`src/rtl/core/jpid_pkg.sv`:
```
// ----------------------------------------------------------------------------
// jpid_pkg
// shared types and constants for the joint pid servo command block
// ----------------------------------------------------------------------------
package jpid_pkg;

    localparam int JOINTS_DEFAULT = 6;

    localparam int JOINT_W    = 3;
    localparam int POS_W      = 12;
    localparam int ERR_W      = 13;
    localparam int GAIN_W     = 16;
    localparam int KNEE_W     = 12;
    localparam int LIMIT_W    = 12;
    localparam int INTEG_W    = 21;
    localparam int DRIVE_W    = 11;
    localparam int MAG_W      = 10;
    localparam int CFG_IDX_W  = 3;
    localparam int CFG_DATA_W = 16;

    localparam logic [LIMIT_W-1:0] INTEGRAL_LIMIT_RESET = 12'd800;
    localparam logic [MAG_W-1:0]   DRIVE_LIMIT          = 10'd800;
    localparam int                 STICTION_Q8          = 60 * 256;

    localparam logic [CFG_IDX_W-1:0] REG_ENABLE         = 3'd0;
    localparam logic [CFG_IDX_W-1:0] REG_KP_GAIN        = 3'd1;
    localparam logic [CFG_IDX_W-1:0] REG_KP_OUTER_GAIN  = 3'd2;
    localparam logic [CFG_IDX_W-1:0] REG_KNEE_ERROR     = 3'd3;
    localparam logic [CFG_IDX_W-1:0] REG_KI_GAIN        = 3'd4;
    localparam logic [CFG_IDX_W-1:0] REG_INTEGRAL_LIMIT = 3'd5;
    localparam logic [CFG_IDX_W-1:0] REG_KD_GAIN        = 3'd6;

    typedef struct packed {
        logic [JOINT_W-1:0] joint;
        logic [POS_W-1:0]   measured_position;
        logic [POS_W-1:0]   goal_position;
    } in_word_t;

    typedef struct packed {
        logic [JOINT_W-1:0] joint_out;
        logic [DRIVE_W-1:0] drive_command;
        logic               saturated;
    } out_word_t;

    typedef struct packed {
        logic               enable;
        logic [GAIN_W-1:0]  kp_gain;
        logic [GAIN_W-1:0]  kp_outer_gain;
        logic [KNEE_W-1:0]  knee_error;
        logic [GAIN_W-1:0]  ki_gain;
        logic [LIMIT_W-1:0] integral_limit;
        logic [GAIN_W-1:0]  kd_gain;
    } cfg_t;

endpackage

```
`src/rtl/core/jpid_calc.sv`:
```
// ----------------------------------------------------------------------------
// jpid_calc
// single-pass pid datapath: dual-slope p, clamped i, error-difference d,
// stiction offset, negation, truncation, saturation and sign-magnitude coding
// ----------------------------------------------------------------------------
module jpid_calc
(
    input  jpid_pkg::cfg_t                          cfg,
    input  logic signed [jpid_pkg::ERR_W-1:0]       err,
    input  logic signed [jpid_pkg::INTEG_W-1:0]     integ,
    input  logic signed [jpid_pkg::ERR_W-1:0]       prev_err,
    input  logic                                    stic_neg,
    output logic signed [jpid_pkg::INTEG_W-1:0]     integ_next,
    output logic [jpid_pkg::DRIVE_W-1:0]            drive_command,
    output logic                                    saturated
);
    import jpid_pkg::*;

    localparam int EW = 14;
    localparam int PW = 31;
    localparam int IW = 32;
    localparam int SW = 34;
    localparam logic signed [SW-1:0] STIC_POS = SW'(STICTION_Q8);

    logic signed [EW-1:0] err_x;
    logic signed [EW-1:0] knee_x;
    logic signed [EW-1:0] excess;
    logic signed [EW-1:0] derr;
    logic signed [16:0]   kp_s;
    logic signed [16:0]   kpo_diff;
    logic signed [16:0]   ki_s;
    logic signed [16:0]   kd_s;
    logic signed [PW-1:0] p_inner;
    logic signed [PW-1:0] p_outer;
    logic signed [PW-1:0] p_int;
    logic signed [PW-1:0] p_der;
    logic signed [IW-1:0] lim;
    logic signed [IW-1:0] iacc;
    logic signed [IW-1:0] iacc_c;
    logic signed [SW-1:0] stic;
    logic signed [SW-1:0] sum;
    logic                 negative;
    logic [SW-1:0]        abs_val;
    logic [SW-1:0]        mag_full;
    logic [MAG_W-1:0]     mag;

    // dual-slope proportional
    always_comb
    begin
        err_x  = {err[ERR_W-1], err};
        knee_x = EW'($signed({2'b00, cfg.knee_error}));
        if (err_x > knee_x)
        begin
            excess = err_x - knee_x;
        end
        else if (err_x < -knee_x)
        begin
            excess = err_x + knee_x;
        end
        else
        begin
            excess = '0;
        end
    end

    assign kp_s     = $signed({1'b0, cfg.kp_gain});
    assign kpo_diff = $signed({1'b0, cfg.kp_outer_gain}) - kp_s;
    assign ki_s     = $signed({1'b0, cfg.ki_gain});
    assign kd_s     = $signed({1'b0, cfg.kd_gain});
    assign derr     = err_x - {prev_err[ERR_W-1], prev_err};

    assign p_inner = PW'(kp_s) * PW'(err_x);
    assign p_outer = PW'(kpo_diff) * PW'(excess);
    assign p_int   = PW'(ki_s) * PW'(err_x);
    assign p_der   = PW'(kd_s) * PW'(derr);

    // integrator with symmetric clamp
    assign lim  = $signed(IW'({cfg.integral_limit, 8'h00}));
    assign iacc = IW'(integ) + IW'(p_int);

    always_comb
    begin
        priority if (iacc > lim)
        begin
            iacc_c = lim;
        end
        else if (iacc < -lim)
        begin
            iacc_c = -lim;
        end
        else
        begin
            iacc_c = iacc;
        end
    end

    assign integ_next = INTEG_W'(iacc_c);

    // command is the negated sum, truncated toward zero
    assign stic     = stic_neg ? -STIC_POS : STIC_POS;
    assign sum      = SW'(p_inner) + SW'(p_outer) + SW'(iacc_c) + SW'(p_der) + stic;
    assign negative = (sum > 0);
    assign abs_val  = negative ? SW'(sum) : SW'(-sum);
    assign mag_full = abs_val >> 8;
    assign saturated = (mag_full > SW'(DRIVE_LIMIT));
    assign mag       = saturated ? DRIVE_LIMIT : mag_full[MAG_W-1:0];

    assign drive_command = {negative && (mag != '0), mag};

endmodule

```
`src/rtl/core/joint_pid_dual_slope_servo_command.sv`:
```
// ----------------------------------------------------------------------------
// joint_pid_dual_slope_servo_command
// per-joint pid servo command with dual-slope p, clamped i and stiction
// ----------------------------------------------------------------------------
// usage:
//   in channel carries one joint sample word (joint, measured and goal
//   position); out channel returns one command word per sample while enabled
//   and the joint index is in range, otherwise the sample is dropped.
//   cfg channel writes the seven control registers by index and is always
//   ready; the user must write it only while no sample is in flight, which
//   the block does not enforce. path: an accepted word is held in the input
//   register, and its command is loaded into the result register when that
//   register is empty or its word is being taken.
//   throughput: one word per cycle when not stalled; the per-joint integrator
//   and last error are read and written in the same cycle as the result
//   register load, so back-to-back samples of one joint see up-to-date state.
//   stall: while out_stall holds a full result register, the input register
//   keeps any word, and if it holds one in_stall rises in the same cycle.
//   reset clears both valid flags, integrators, last errors and stiction sign;
//   integral_limit resets to 800, everything else to 0 (block disabled).
// ----------------------------------------------------------------------------
module joint_pid_dual_slope_servo_command
#(
    parameter int JOINTS = jpid_pkg::JOINTS_DEFAULT
)
(
    input  logic                                clk,
    input  logic                                rst_n,
    input  logic                                in_valid,
    output logic                                in_stall,
    input  jpid_pkg::in_word_t                  in_word,
    output logic                                out_valid,
    input  logic                                out_stall,
    output jpid_pkg::out_word_t                 out_word,
    input  logic                                cfg_valid,
    output logic                                cfg_ready,
    input  logic [jpid_pkg::CFG_IDX_W-1:0]      cfg_index,
    input  logic [jpid_pkg::CFG_DATA_W-1:0]     cfg_data
);
    import jpid_pkg::*;

    localparam int                 JIDX_W      = (JOINTS > 1) ? $clog2(JOINTS) : 1;
    localparam logic [4:0]         JOINT_LIMIT = 5'(JOINTS);

    localparam cfg_t CFG_RESET = '{
        enable:         1'b0,
        kp_gain:        '0,
        kp_outer_gain:  '0,
        knee_error:     '0,
        ki_gain:        '0,
        integral_limit: INTEGRAL_LIMIT_RESET,
        kd_gain:        '0
    };

    cfg_t                           cfg_reg;
    cfg_t                           cfg_next;

    logic                           s1_valid_reg;
    logic                           s1_valid_next;
    logic [JOINT_W-1:0]             s1_joint_reg;
    logic signed [ERR_W-1:0]        s1_err_reg;

    logic                           out_valid_reg;
    out_word_t                      out_word_reg;

    logic signed [INTEG_W-1:0]      integ_reg [JOINTS];
    logic signed [ERR_W-1:0]        prev_err_reg [JOINTS];
    logic                           stic_neg_reg;

    logic                           in_accept;
    logic                           take;
    logic                           advance;
    logic                           fire;
    logic [JIDX_W-1:0]              idx;
    logic                           is_j0;
    logic                           stic_used;
    logic signed [ERR_W-1:0]        in_err;
    logic signed [INTEG_W-1:0]      integ_new;
    logic [DRIVE_W-1:0]             drive;
    logic                           sat;

    assign cfg_ready = 1'b1;

    // config registers
    always_comb
    begin
        cfg_next = cfg_reg;
        if (cfg_valid)
        begin
            unique case (cfg_index)
                REG_ENABLE:         cfg_next.enable         = cfg_data[0];
                REG_KP_GAIN:        cfg_next.kp_gain        = cfg_data;
                REG_KP_OUTER_GAIN:  cfg_next.kp_outer_gain  = cfg_data;
                REG_KNEE_ERROR:     cfg_next.knee_error     = cfg_data[KNEE_W-1:0];
                REG_KI_GAIN:        cfg_next.ki_gain        = cfg_data;
                REG_INTEGRAL_LIMIT: cfg_next.integral_limit = cfg_data[LIMIT_W-1:0];
                REG_KD_GAIN:        cfg_next.kd_gain        = cfg_data;
                default:            cfg_next = cfg_reg;
            endcase
        end
    end

    always_ff @(posedge clk or negedge rst_n)
    begin
        if (!rst_n)
        begin
            cfg_reg <= CFG_RESET;
        end
        else
        begin
            cfg_reg <= cfg_next;
        end
    end

    // handshake
    assign advance   = !out_valid_reg || !out_stall;
    assign in_stall  = s1_valid_reg && !advance;
    assign in_accept = in_valid && !in_stall;
    assign take      = in_accept && cfg_reg.enable
                       && ({2'b00, in_word.joint} < JOINT_LIMIT);
    assign fire      = s1_valid_reg && advance;

    assign in_err = $signed({1'b0, in_word.goal_position})
                  - $signed({1'b0, in_word.measured_position});

    always_comb
    begin
        priority if (in_accept)
        begin
            s1_valid_next = take;
        end
        else if (advance)
        begin
            s1_valid_next = 1'b0;
        end
        else
        begin
            s1_valid_next = s1_valid_reg;
        end
    end

    always_ff @(posedge clk or negedge rst_n)
    begin
        if (!rst_n)
        begin
            s1_valid_reg <= 1'b0;
        end
        else
        begin
            s1_valid_reg <= s1_valid_next;
        end
    end

    always_ff @(posedge clk)
    begin
        if (in_accept)
        begin
            s1_joint_reg <= in_word.joint;
            s1_err_reg   <= in_err;
        end
    end

    // per-joint state
    assign idx       = JIDX_W'(s1_joint_reg);
    assign is_j0     = (s1_joint_reg == '0);
    assign stic_used = stic_neg_reg ^ is_j0;

    jpid_calc u_calc
    (
        .cfg           (cfg_reg),
        .err           (s1_err_reg),
        .integ         (integ_reg[idx]),
        .prev_err      (prev_err_reg[idx]),
        .stic_neg      (stic_used),
        .integ_next    (integ_new),
        .drive_command (drive),
        .saturated     (sat)
    );

    always_ff @(posedge clk or negedge rst_n)
    begin
        if (!rst_n)
        begin
            for (int i = 0; i < JOINTS; i++)
            begin
                integ_reg[i]    <= '0;
                prev_err_reg[i] <= '0;
            end
            stic_neg_reg <= 1'b0;
        end
        else if (fire)
        begin
            integ_reg[idx]    <= integ_new;
            prev_err_reg[idx] <= s1_err_reg;
            stic_neg_reg      <= stic_used;
        end
    end

    // result register
    always_ff @(posedge clk or negedge rst_n)
    begin
        if (!rst_n)
        begin
            out_valid_reg <= 1'b0;
        end
        else if (fire)
        begin
            out_valid_reg <= 1'b1;
        end
        else if (!out_stall)
        begin
            out_valid_reg <= 1'b0;
        end
    end

    always_ff @(posedge clk)
    begin
        if (fire)
        begin
            out_word_reg.joint_out     <= s1_joint_reg;
            out_word_reg.drive_command <= drive;
            out_word_reg.saturated     <= sat;
        end
    end

    assign out_valid = out_valid_reg;
    assign out_word  = out_word_reg;

endmodule

```
`config.mk`:
```
export PLATFORM = sky130hd
export DESIGN_NAME = joint_pid_dual_slope_servo_command
export DESIGN_NICKNAME = d
export VERILOG_FILES = /design/src/rtl/core/jpid_pkg.sv /design/src/rtl/core/jpid_calc.sv /design/src/rtl/core/joint_pid_dual_slope_servo_command.sv
export SDC_FILE = /design/constraint.sdc
export NUM_CORES = 2
export LEC_CHECK = 0
export BUFFER_PORTS_ARGS = -buffer_cell sky130_fd_sc_hd__buf_2
export CORE_MARGIN = 2
export CORE_UTILIZATION = 31
export CTS_CLUSTER_SIZE = 20
export DETAILED_ROUTE_END_ITERATION = 10
export SKIP_CTS_REPAIR_TIMING = 1
export SLEW_MARGIN = 20
export SYNTH_ARGS = -nofsm -noshare
export SYNTH_HDL_FRONTEND = slang
export SYNTH_SLANG_ARGS = --single-unit
```
`constraint.sdc`:
```
create_clock -name clk -period 17.15 [get_ports clk]
set_input_delay 3.43 -clock clk [delete_from_list [all_inputs] [get_ports clk]]
set_output_delay 3.43 -clock clk [all_outputs]
set_load 0.01 [all_outputs]
```
==> results.txt <==
Largest net degree at the start of global routing - 161
WL/cell - 18.6 µm
H-tree depth - 2
Vias - 41500
Clk_lat worst skew - 610 ps
Synth area leader - fa_1
Drt first pass iters - 5
Startpoint types - flip-flop
Post-DP HPWL - 129 mm
Clk slew on worst S/H paths - 60 ps
Post-Synth Simple-Gate Area - 13.4%
Cell mode on critical path - fa_1
Total Wirelength - 157 mm
Setup_tns - -6240 ps
R2r setup slk - -560 ps
FF-to-FF path depth - 72
Violated checks - setup timing
Area Growth Syn to Fin - 16.3%
HP Class - flip-flop to flip-flop
Hold path startpoint - integ_reg[20]$_DFFE_PN0P_
Clock Root Buffer - clkbuf_16
Setup WS pre-CTS - -863 ps
RSZ-0062 raised after global routing - yes
Adder-cell share of the synthesized area - 44.8%
# DRC - 0
Layout cell share with drive strength beyond 1 - 16.7%
GRT Total Usage - 18.1%
Min Hold Slack - 479 ps
Core Area - 0.171 mm²
Syn_nets - 7227
Antenna violations before repair - 12
CP max FO - 8
Synth top area share - 33.4%
Arrival @ worst endpoint - 18040 ps
Sequential share of the synthesized area - 15.6%
Largest cells by area after synthesis - fa_1 33%, dfrtp_1 14%, ha_1 11%
PortBufs - 67
Crit path capture type - flip-flop
Post-layout min period - 17710 ps
Clk sinks - 327
Crit share post-route - 103%
Die area - 0.175 mm²
Row cnt - 152
Mapped Cells - 5800
Final setup vio count - 12
Via density - 4.90
R2R Path Start - idx[1]$_DFFE_PP_
Yosys warning count - 0
CTS tree - yes
FF-to-FF End - out_word[0]$_DFFE_PP_
Routed Antenna Nets - 0
Status - finished, violations left
Global-route wire length before repair - 249 mm
Post-Syn Area per Cell - 9.19 µm²
Max incr delay on CP - 670 ps
CTS Buffer Depth - 3
Distinct cells, synth - 96
Synth Area in Compound Gates - 9.62%
Total clock buffers created by CTS - 40
CP Buf/Inv Count - 18
Netlist Area Pre-Place - 0.0533 mm²
Final Hold Viols - 0
Seq cells post-synth - 327
Hold path cells - 2
Main combinational cell family by area after synthesis - adder cells
Overflow left after global routing - 0
Slew @ Worst Pin - 1180 ps
Setup slack after layout - -558 ps
Nets - 7623
Number of I/O pins - 69
F_max - 0.0565 GHz
Largest register FFs - 126
Worst hold endpoint - integ_reg[20]$_DFFE_PN0P_
GP Congestion - 0.908
Most used DFF post-synth - dfrtp_1
CP max stage cell - or4b_2
Largest delay contributor family on the critical path - adder cells
Worst path required time - 17480 ps
Layout Utilization - 36.2%
Mux contribution to synthesized area - 3.59%
Ys async rst share - 90.5%
Initial Util - 31.1%
Die W - 419 µm
Max Cap Viol - 0
Crit Path Class - flip-flop to flip-flop
Vias in the first global route - 44000
Clock Skews - 20.0 ps
Post-synth EDFFs - 31
Synth cell count leaders - 1228 x inv_1, 890 x fa_1, 760 x nand2_1, 486 x ha_1, 293 x dfrtp_1
Iter 0 DRT Violations - 2727
Die Ht - 419 µm
Slew Viols, Final - 0
Normalized max-slew margin - 21.0%
Post-synthesis xor/xnor area fraction - 2.33%
Top-count cell post-synth - inv_1
[layout make-up]
| cell class | count | area, µm² |
|---|---|---|
| inverters | 1228 | 4610 |
| well taps | 2233 | 2790 |
| multi-input cells | 3995 | 40400 |
| flip-flops and latches | 327 | 8340 |
| fillers | 17300 | 109000 |
| clock inverters | 17 | 215 |
| repair buffers | 604 | 4530 |
| diodes | 10 | 25.0 |
| clock buffers | 54 | 1110 |
[tightest hold or removal path, stage by stage (launching register included)]
cell     delay (ps)
dfrtp_1         340
nand2_1          50
o21ai_0          60
[per-stage QoR]
stage          instance area (µm²)  instances
4_1_cts                      61100       8442
3_3_place_gp                 59800       8371
3_5_place_dp                 59800       8371
5_1_grt                      62000       8462
2_1_floorplan                53700       5800
6_report                     62000       8468
[cell usage in the layout (no fill, tap or decap), drive strengths merged, types with 13 or more instances in the layout]
cell type	n
o21bai	26
a21boi	16
xor2	39
nand3	77
edfxtp	31
and3	22
o21ai	237
xnor2	102
nor2	208
mux2	154
nand2	760
nor4	17
nor2b	43
dfrtp	293
a22oi	85
a311oi	15
a311o	13
a221oi	25
o211ai	23
inv	1229
a21oi	135
and2	245
clkbuf	55
nand4	20
a31oi	21
clkinv	14
fa	890
a21o	49
mux2i	18
ha	486
buf	603
nor3	36
o21a	27
nand2b	46
a211oi	16
[kinds of logic after synthesis]
group | after synthesis
simple gates | 1535
buf+inv | 1478
fa+ha+maj | 1376
compound gates | 770
flops | 327
mux | 172
xor+xnor | 141
other cells | 1
[layer usage]
metal / GRT usage, % / routed length [µm] / vias to the layer above
met1: 23.5 / 66500 / 21100
met2: 30.9 / 76000 / 1205
met3: 2.32 / 9020 / 231
li1: - / - / 18900
met5: 0 / 0 / -
met4: 6.68 / 5690 / 0
[how the worst max path moves through the flow]
stage	startpoint	end	slack, ps	depth (start not counted)
3_3_place_gp	idx[1]$_DFFE_PP_	out_word[0]$_DFFE_PP_	-610	69
6_report	idx[1]$_DFFE_PP_	out_word[0]$_DFFE_PP_	-560	72
3_5_place_dp	idx[0]$_DFFE_PP_	out_word[0]$_DFFE_PP_	-860	73
4_1_cts	idx[1]$_DFFE_PP_	out_word[0]$_DFFE_PP_	-960	74
2_1_floorplan	idx[0]$_DFFE_PP_	out_word[11]$_DFFE_PP_	-70	76
5_1_grt	idx[1]$_DFFE_PP_	out_word[3]$_DFFE_PP_	-1270	73
Power is not shown: default switching activity piles up to over one toggle a cycle in this logic, so the estimate is an artifact.
